$ cat src/rtl/core/assert_macros.svh
// Assertion macros for the ALU RTL.
`ifndef ASSERT_MACROS_SVH
`define ASSERT_MACROS_SVH

// Same-cycle implication, checked out of reset.
`define CALU_ASSERT_NOW(lbl, clk_s, rst_s, pre, post) \
    lbl: assert property (@(posedge clk_s) disable iff (!(rst_s)) (pre) |-> (post)) \
        else $error("same-cycle check failed");

// Next-cycle implication, checked out of reset.
`define CALU_ASSERT_NEXT(lbl, clk_s, rst_s, pre, post) \
    lbl: assert property (@(posedge clk_s) disable iff (!(rst_s)) (pre) |=> (post)) \
        else $error("next-cycle check failed");

`endif

$ cat src/rtl/core/calu_pkg.sv
// Operation codes and beat types for the ALU.
package calu_pkg;

    localparam logic [4:0] KIND_ADD    = 5'd0;
    localparam logic [4:0] KIND_ADC    = 5'd1;
    localparam logic [4:0] KIND_SUB    = 5'd2;
    localparam logic [4:0] KIND_SBC    = 5'd3;
    localparam logic [4:0] KIND_AND    = 5'd4;
    localparam logic [4:0] KIND_XOR    = 5'd5;
    localparam logic [4:0] KIND_OR     = 5'd6;
    localparam logic [4:0] KIND_CP     = 5'd7;
    localparam logic [4:0] KIND_INC    = 5'd8;
    localparam logic [4:0] KIND_DEC    = 5'd9;
    localparam logic [4:0] KIND_CCF    = 5'd10;
    localparam logic [4:0] KIND_SCF    = 5'd11;
    localparam logic [4:0] KIND_RRA    = 5'd12;
    localparam logic [4:0] KIND_RLA    = 5'd13;
    localparam logic [4:0] KIND_RLCA   = 5'd14;
    localparam logic [4:0] KIND_RRCA   = 5'd15;
    localparam logic [4:0] KIND_CPL    = 5'd16;
    localparam logic [4:0] KIND_BIT    = 5'd17;
    localparam logic [4:0] KIND_RES    = 5'd18;
    localparam logic [4:0] KIND_SET    = 5'd19;
    localparam logic [4:0] KIND_SRL    = 5'd20;
    localparam logic [4:0] KIND_SLL    = 5'd21;
    localparam logic [4:0] KIND_RR     = 5'd22;
    localparam logic [4:0] KIND_RL     = 5'd23;
    localparam logic [4:0] KIND_RRC    = 5'd24;
    localparam logic [4:0] KIND_RLC    = 5'd25;
    localparam logic [4:0] KIND_SRA    = 5'd26;
    localparam logic [4:0] KIND_SLA    = 5'd27;
    localparam logic [4:0] KIND_SWAP   = 5'd28;
    localparam logic [4:0] KIND_ADD_HL = 5'd29;

    typedef struct packed {
        logic z;
        logic n;
        logic h;
        logic c;
    } flags_t;

    typedef struct packed {
        logic [4:0]  kind;
        logic [7:0]  acc;
        logic [7:0]  operand;
        logic [2:0]  bit_index;
        logic [15:0] pair_value;
        logic [15:0] wide_addend;
        flags_t      flags;
    } op_beat_t;

    typedef struct packed {
        logic [15:0] result;
        logic        writes_result;
        flags_t      flags;
    } res_beat_t;

endpackage

$ cat src/rtl/core/cpu_alu_with_flags.sv
// Top level of the 8/16-bit ALU with Z, N, H and C flags.
//
// One beat in, one beat out. An accepted operation is captured in an input
// register, evaluated by the single-level datapath in calu_core and captured
// in the result register, which presents it until out_ready takes it. Both stages
// advance together whenever the result register is empty or being taken, so
// one operation is accepted every cycle while the output side keeps up; a
// stall on out_ready backs up through both stages.
// Unused operation codes give a zero result, no write and unchanged flags.
module cpu_alu_with_flags
(
    input  logic        clk,
    input  logic        rst_n,

    input  logic        in_valid,
    output logic        in_ready,
    input  logic [4:0]  kind,
    input  logic [7:0]  acc,
    input  logic [7:0]  operand,
    input  logic [2:0]  bit_index,
    input  logic [15:0] pair_value,
    input  logic [15:0] wide_addend,
    input  logic        zero_in,
    input  logic        sub_in,
    input  logic        half_in,
    input  logic        carry_flag,

    output logic        out_valid,
    input  logic        out_ready,
    output logic [15:0] result,
    output logic        writes_result,
    output logic        zero_out,
    output logic        sub_out,
    output logic        half_out,
    output logic        carry_out
);

`include "assert_macros.svh"

    calu_pkg::op_beat_t  op_reg;
    calu_pkg::op_beat_t  op_next;
    calu_pkg::res_beat_t res_reg;
    calu_pkg::res_beat_t res_next;
    logic                op_valid_reg;
    logic                res_valid_reg;
    logic                advance;

    assign advance  = !res_valid_reg || out_ready;
    assign in_ready = advance || !op_valid_reg;

    always_comb
    begin
        op_next.kind        = kind;
        op_next.acc         = acc;
        op_next.operand     = operand;
        op_next.bit_index   = bit_index;
        op_next.pair_value  = pair_value;
        op_next.wide_addend = wide_addend;
        op_next.flags       = '{z: zero_in, n: sub_in, h: half_in, c: carry_flag};
    end

    calu_core u_core
    (
        .op  (op_reg),
        .res (res_next)
    );

    always_ff @(posedge clk or negedge rst_n)
    begin
        if (!rst_n)
        begin
            op_valid_reg  <= 1'b0;
            res_valid_reg <= 1'b0;
        end
        else
        begin
            if (in_ready)
                op_valid_reg <= in_valid;
            if (advance)
                res_valid_reg <= op_valid_reg;
        end
    end

    always_ff @(posedge clk)
    begin
        if (in_ready && in_valid)
            op_reg <= op_next;
        if (advance && op_valid_reg)
            res_reg <= res_next;
    end

    assign out_valid     = res_valid_reg;
    assign result        = res_reg.result;
    assign writes_result = res_reg.writes_result;
    assign zero_out      = res_reg.flags.z;
    assign sub_out       = res_reg.flags.n;
    assign half_out      = res_reg.flags.h;
    assign carry_out     = res_reg.flags.c;

    // a waiting result is never dropped
    `CALU_ASSERT_NEXT(a_res_held, clk, rst_n, res_valid_reg && !out_ready, res_valid_reg)
    // a full input stage behind a stalled output blocks new beats
    `CALU_ASSERT_NOW(a_stall_blocks, clk, rst_n, op_valid_reg && res_valid_reg && !out_ready, !in_ready)
    // an operation moving forward lands in the result register
    `CALU_ASSERT_NEXT(a_op_moves, clk, rst_n, op_valid_reg && advance, res_valid_reg)

endmodule

$ cat src/rtl/core/calu_core.sv
// Combinational datapath: value and flags for one operation.
module calu_core
(
    input  calu_pkg::op_beat_t  op,
    output calu_pkg::res_beat_t res
);

    logic        cin_add;
    logic        cin_sub;
    logic [8:0]  sum9;
    logic [4:0]  hsum5;
    logic [7:0]  diff8;
    logic        h_sub;
    logic        c_sub;
    logic [7:0]  mask;
    logic [7:0]  inc8;
    logic [7:0]  dec8;
    logic [16:0] sum17;
    logic [12:0] hsum13;
    logic [7:0]  logic8;
    logic [7:0]  sh8;
    logic        sh_c;
    logic        ci;
    logic [7:0]  a;
    logic [7:0]  b;

    assign a  = op.acc;
    assign b  = op.operand;
    assign ci = op.flags.c;

    assign cin_add = (op.kind == calu_pkg::KIND_ADC) & ci;
    assign cin_sub = (op.kind == calu_pkg::KIND_SBC) & ci;
    assign sum9    = {1'b0, a} + {1'b0, b} + {8'd0, cin_add};
    assign hsum5   = {1'b0, a[3:0]} + {1'b0, b[3:0]} + {4'd0, cin_add};
    assign diff8   = a - b - {7'd0, cin_sub};
    assign h_sub   = {1'b0, a[3:0]} < ({1'b0, b[3:0]} + {4'd0, cin_sub});
    assign c_sub   = {1'b0, a} < ({1'b0, b} + {8'd0, cin_sub});
    assign mask    = 8'd1 << op.bit_index;
    assign inc8    = b + 8'd1;
    assign dec8    = b - 8'd1;
    assign sum17   = {1'b0, op.pair_value} + {1'b0, op.wide_addend};
    assign hsum13  = {1'b0, op.pair_value[11:0]} + {1'b0, op.wide_addend[11:0]};

    always_comb
    begin
        case (op.kind)
            calu_pkg::KIND_AND: logic8 = a & b;
            calu_pkg::KIND_XOR: logic8 = a ^ b;
            default:            logic8 = a | b;
        endcase
    end

    always_comb
    begin
        case (op.kind)
            calu_pkg::KIND_SRL:
            begin
                sh8  = {1'b0, b[7:1]};
                sh_c = b[0];
            end
            calu_pkg::KIND_RR:
            begin
                sh8  = {ci, b[7:1]};
                sh_c = b[0];
            end
            calu_pkg::KIND_RL:
            begin
                sh8  = {b[6:0], ci};
                sh_c = b[7];
            end
            calu_pkg::KIND_RRC:
            begin
                sh8  = {b[0], b[7:1]};
                sh_c = b[0];
            end
            calu_pkg::KIND_RLC:
            begin
                sh8  = {b[6:0], b[7]};
                sh_c = b[7];
            end
            calu_pkg::KIND_SRA:
            begin
                sh8  = {b[7], b[7:1]};
                sh_c = b[0];
            end
            calu_pkg::KIND_SWAP:
            begin
                sh8  = {b[3:0], b[7:4]};
                sh_c = 1'b0;
            end
            default:
            begin
                sh8  = {b[6:0], 1'b0};
                sh_c = b[7];
            end
        endcase
    end

    always_comb
    begin
        res.result        = 16'd0;
        res.writes_result = 1'b1;
        res.flags         = op.flags;
        case (op.kind)
            calu_pkg::KIND_ADD, calu_pkg::KIND_ADC:
            begin
                res.result = {8'd0, sum9[7:0]};
                res.flags  = '{z: sum9[7:0] == 8'd0, n: 1'b0, h: hsum5[4], c: sum9[8]};
            end
            calu_pkg::KIND_SUB, calu_pkg::KIND_SBC, calu_pkg::KIND_CP:
            begin
                res.result        = {8'd0, diff8};
                res.writes_result = (op.kind != calu_pkg::KIND_CP);
                res.flags         = '{z: diff8 == 8'd0, n: 1'b1, h: h_sub, c: c_sub};
            end
            calu_pkg::KIND_AND, calu_pkg::KIND_XOR, calu_pkg::KIND_OR:
            begin
                res.result = {8'd0, logic8};
                res.flags  = '{z: logic8 == 8'd0, n: 1'b0,
                               h: op.kind == calu_pkg::KIND_AND, c: 1'b0};
            end
            calu_pkg::KIND_INC:
            begin
                res.result = {8'd0, inc8};
                res.flags  = '{z: inc8 == 8'd0, n: 1'b0, h: b[3:0] == 4'hF, c: ci};
            end
            calu_pkg::KIND_DEC:
            begin
                res.result = {8'd0, dec8};
                res.flags  = '{z: dec8 == 8'd0, n: 1'b1, h: b[3:0] == 4'h0, c: ci};
            end
            calu_pkg::KIND_CCF, calu_pkg::KIND_SCF:
            begin
                res.result        = {8'd0, a};
                res.writes_result = 1'b0;
                res.flags         = '{z: op.flags.z, n: 1'b0, h: 1'b0,
                                      c: (op.kind == calu_pkg::KIND_SCF) | ~ci};
            end
            calu_pkg::KIND_RRA:
            begin
                res.result = {8'd0, ci, a[7:1]};
                res.flags  = '{z: 1'b0, n: 1'b0, h: 1'b0, c: a[0]};
            end
            calu_pkg::KIND_RLA:
            begin
                res.result = {8'd0, a[6:0], ci};
                res.flags  = '{z: 1'b0, n: 1'b0, h: 1'b0, c: a[7]};
            end
            calu_pkg::KIND_RLCA:
            begin
                res.result = {8'd0, a[6:0], a[7]};
                res.flags  = '{z: 1'b0, n: 1'b0, h: 1'b0, c: a[7]};
            end
            calu_pkg::KIND_RRCA:
            begin
                res.result = {8'd0, a[0], a[7:1]};
                res.flags  = '{z: 1'b0, n: 1'b0, h: 1'b0, c: a[0]};
            end
            calu_pkg::KIND_CPL:
            begin
                res.result = {8'd0, ~a};
                res.flags  = '{z: op.flags.z, n: 1'b1, h: 1'b1, c: ci};
            end
            calu_pkg::KIND_BIT:
            begin
                res.result        = {8'd0, b};
                res.writes_result = 1'b0;
                res.flags         = '{z: (b & mask) == 8'd0, n: 1'b0, h: 1'b1, c: ci};
            end
            calu_pkg::KIND_RES:
                res.result = {8'd0, b & ~mask};
            calu_pkg::KIND_SET:
                res.result = {8'd0, b | mask};
            calu_pkg::KIND_SRL, calu_pkg::KIND_SLL, calu_pkg::KIND_RR,
            calu_pkg::KIND_RL, calu_pkg::KIND_RRC, calu_pkg::KIND_RLC,
            calu_pkg::KIND_SRA, calu_pkg::KIND_SLA, calu_pkg::KIND_SWAP:
            begin
                res.result = {8'd0, sh8};
                res.flags  = '{z: sh8 == 8'd0, n: 1'b0, h: 1'b0, c: sh_c};
            end
            calu_pkg::KIND_ADD_HL:
            begin
                res.result = sum17[15:0];
                res.flags  = '{z: op.flags.z, n: 1'b0, h: hsum13[12], c: sum17[16]};
            end
            default:
                res.writes_result = 1'b0;
        endcase
    end

endmodule

$ cat config.mk
export PLATFORM = sky130hd
export DESIGN_NAME = cpu_alu_with_flags
export DESIGN_NICKNAME = d
export VERILOG_FILES = /design/src/rtl/core/calu_pkg.sv /design/src/rtl/core/cpu_alu_with_flags.sv /design/src/rtl/core/calu_core.sv
export VERILOG_INCLUDE_DIRS = /design/src /design/src/rtl/core
export SDC_FILE = /design/constraint.sdc
export NUM_CORES = 1
export LEC_CHECK = 0
export BUFFER_PORTS_ARGS = -buffer_cell sky130_fd_sc_hd__buf_2
export CAP_MARGIN = 40
export CORE_MARGIN = 2
export CORE_UTILIZATION = 62
export CTS_CLUSTER_SIZE = 16
export DETAILED_ROUTE_END_ITERATION = 6
export HOLD_SLACK_MARGIN = 0.1
export PLACE_DENSITY = 0.88
export SKIP_LAST_GASP = 1
export SLEW_MARGIN = 15
export SYNTH_ARGS = -nofsm -noshare
export SYNTH_HDL_FRONTEND = slang
export SYNTH_SLANG_ARGS = --single-unit
$ cat constraint.sdc
create_clock -name clk -period 10.3 [get_ports clk]
set_input_delay 2.06 -clock clk [delete_from_list [all_inputs] [get_ports clk]]
set_output_delay 2.06 -clock clk [all_outputs]
set_load 0.005 [all_outputs]
==> flow_summary.json <==
{
  "yosys_warnings": 0,
  "intPower_w": 0.000668,
  "rsz0062_at_grt": "false",
  "tritoncts.num_buffers": 9,
  "timing.fmax_ghz": 0.218,
  "postSynthNetCount": 824,
  "largest_incremental_delay_on_the_critical_path_ps": 210,
  "ys.flop_type": "edfxtp_1",
  "grt.total_usage": 0.377,
  "ioPinCount": 87,
  "synth-edff-count": 81,
  "outcome": "finished, final reports clean",
  "totalWireLength_um": 21200,
  "cts_htree_levels": 3,
  "cts_setup_buffers": 0,
  "maxCapViolCount": 0,
  "hpwl_um": 15600,
  "layoutNonFillerInstCount": 905,
  "most-common-layout-cells": "88 x buf_2, 81 x edfxtp_1, 60 x ha_1, 56 x nor2_1, 48 x a21oi_1",
  "post_layout_net_count": 892,
  "r2r-end": "result[5]",
  "core_area_um2": 10400,
  "place.detailed.instances": 888,
  "cp.required_ps": 8240,
  "timing.critical_path.cells": "buf_2 -> nand3b_1 -> buf_2",
  "placed_cell_area_um2": 7150,
  "hold_start": "op_valid_reg",
  "grt_first_pass_wirelength_um": 32600,
  "synth.yosys.seq_area_share": 0.374,
  "total_via_count_after_detailed_routing": 6283,
  "power_frac_comb": 0.276,
  "power_w": 0.000981,
  "weighted_congestion_at_the_end_of_routability_driven_global_placement": 1.06,
  "initial_core_util": 0.641,
  "die_area_um2": 11600,
  "dr.pass1.iters": 5,
  "final.setup.tns_ps": 0,
  "worst-setup-path-type": "input pin to primary output",
  "tritoncts_clock_tree": "yes",
  "worst-endpoint-arrival_ps": 2540,
  "slew-limit-headroom": 0.394,
  "yosys_register_bits": 83,
  "cts_root_buffer": "clkbuf_8",
  "regToRegSetupSlack_ps": 5800,
  "skew_ps": 12.8,
  "leakagePower_nw": 2.93,
  "postSynth.asyncResetShare": 0.0241,
  "die_height_um": 108,
  "cts_max_path_buffers": 2,
  "routed_via_density": 6.94,
  "tightest_slew_ps": 909,
  "min-delay-path-class": "register to register",
  "flow.area_growth_from_synthesis_pct": 11.2,
  "vias_in_the_first_global_route": 5984,
  "netlist_area_pre_place_um2": 6640,
  "switching_share": 0.319,
  "crit_path_top_delay_cell": "nand3b_1",
  "critical_path.startpoint_type": "input pin",
  "synth_cell_types": 68,
  "cp_max_fo": 3,
  "share_of_layout_cells_above_drive_strength_1": 0.160,
  "numPortBuffers": 86,
  "vdd.ir_drop.worst_uv": 119,
  "route.detailed.drc": 0,
  "r2r_cells": 12,
  "drt_first_iter_violations": 719,
  "postRouteAntennaNets": 0,
  "number_of_standard_cells_after_synthesis": 695,
  "path_buf_inv": 2,
  "timing.final.hold_violations": 0,
  "globalRouteOverflowTotal": 0,
  "number_of_antenna_violations_at_the_first_check_in_global_routing": 0,
  "horiz_die_dim_um": 108,
  "whs_ps": 519,
  "routed_wirelength_normalized_by_instance_count_um": 23.4,
  "timing.final.max_slew_violations": 0,
  "setup_viol_count_final": 0,
  "clk_pin_slew_ps": 70,
  "cp_top_family": "buffers and inverters",
  "row_count": 37,
  "share_of_the_clock_period_used_by_the_worst_path_after_layout": 0.446,
  "critical-path-top-cell-by-count": "buf_2",
  "hold_buffers": 0,
  "period_needed_ps": 4600,
  "holdPathEnd": "out_valid",
  "syn_avg_cell_area_um2": 9.56,
  "clkLatencyLatePin_ps": 390,
  "clock_power_share": 0.288,
  "largest_reg_flops": 60,
  "power.sequential.fraction": 0.436,
  "crit-reg2reg-launch": "op_reg[57]",
  "powerDensity_nw_per_um2": 133,
  "clock-sinks": 83,
  "p_sw_w": 0.000313,
  "worstHoldPathCells": 1,
  "critPathCaptureType": "primary output",
  "fin_area_um2": 7390,
  "final_common_cell": "buf_2",
  "ctsResizeCount": 0,
  "grt_start_max_net_pins": 61
}
==> synthesized netlist by cell type (all sizes together), types with 10 or more instances <==
library cell   n  area [um2]
edfxtp        81        2430
ha            60         751
nor2          56         210
a21oi         48         240
nand2         37         139
o21ai         31         155
xnor2         31         272
nor3          27         135
clkbuf        26        97.6
nand3         24         120
inv           22        82.6
nand2b        15        93.8
a211oi        13         108
buf           12        70.1
mux2i         12         120
xor2          12         105
o22ai         11        68.8
a22oi         10        75.1
nor2b         10        62.6
==> worst max-delay path by stage <==
stage | start | end | slack, ps | cells after the start
global placement | out_ready | in_ready | 5780 | 3
CTS | out_ready | in_ready | 5730 | 3
finish | out_ready | in_ready | 5700 | 3
floorplan | out_ready | in_ready | 6010 | 1
detailed placement | out_ready | in_ready | 5730 | 3
global route | out_ready | in_ready | 5670 | 3
==> logic make-up (layout without fill, tap and decap cells) <==
group / after synthesis / after routing / synth area share
XOR/XNOR: 43 / 43 / 0.0567
adder cells (fa/ha/maj): 65 / 65 / 0.128
buffers and inverters: 67 / 140 / 0.0416
flip-flops: 83 / 83 / 0.374
other: 0 / 1 / 0
AND/OR/NAND/NOR: 228 / 228 / 0.178
AO/OA/AOI/OAI: 196 / 196 / 0.202
multiplexers: 13 / 13 / 0.0198
==> per-stage QoR <==
stage | utilization | worst slack [ps]
2_1_floorplan | - | 6010
6_report | 0.713 | 5700
5_1_grt | 0.712 | 5670
3_5_place_dp | 0.689 | 5730
3_3_place_gp | 0.687 | 5780
4_1_cts | 0.712 | 5730
==> metal layers <==
layer / track usage / wire [um]
met1: 0.489 / 8060
met2: 0.583 / 9690
met3: 0.0860 / 2380
met4: 0.208 / 1050
met5: 0 / 0
==> worst register-to-register path, stage by stage (launching register included) <==
cell and delay [ps]:
edfxtp_1 770, or2_2 580, or3_1 470, fa_1 560, inv_1 60, ha_1 160, o21ai_0 190, nand2_1 130
o31ai_1 300, xor2_1 300, nor2_1 110, nor4_1 430, o211ai_1 180
==> power groups by stage <==
stage / Sequential (W) / Combinational [W] / Clock [W]
global placement: 0.000433 / 0.000246 / 0
detailed placement: 0.000434 / 0.000258 / 0
global route: 0.000430 / 0.000289 / 0.000297
CTS: 0.000426 / 0.000261 / 0.000286
finish: 0.000427 / 0.000271 / 0.000283
floorplan: 0.000422 / 0.000181 / 0
==> final cells by class <==
class	count	area (um2)
Fill cell	792	2980
Inverter	29	109
Sequential cell	83	2480
Timing Repair Buffer	95	500
Clock buffer	10	128
Multi-Input combinational cell	545	3890
Tap cell	136	170
Clock inverter	6	113
Antenna cell	1	2.50
(Power assumes the default switching activity.)
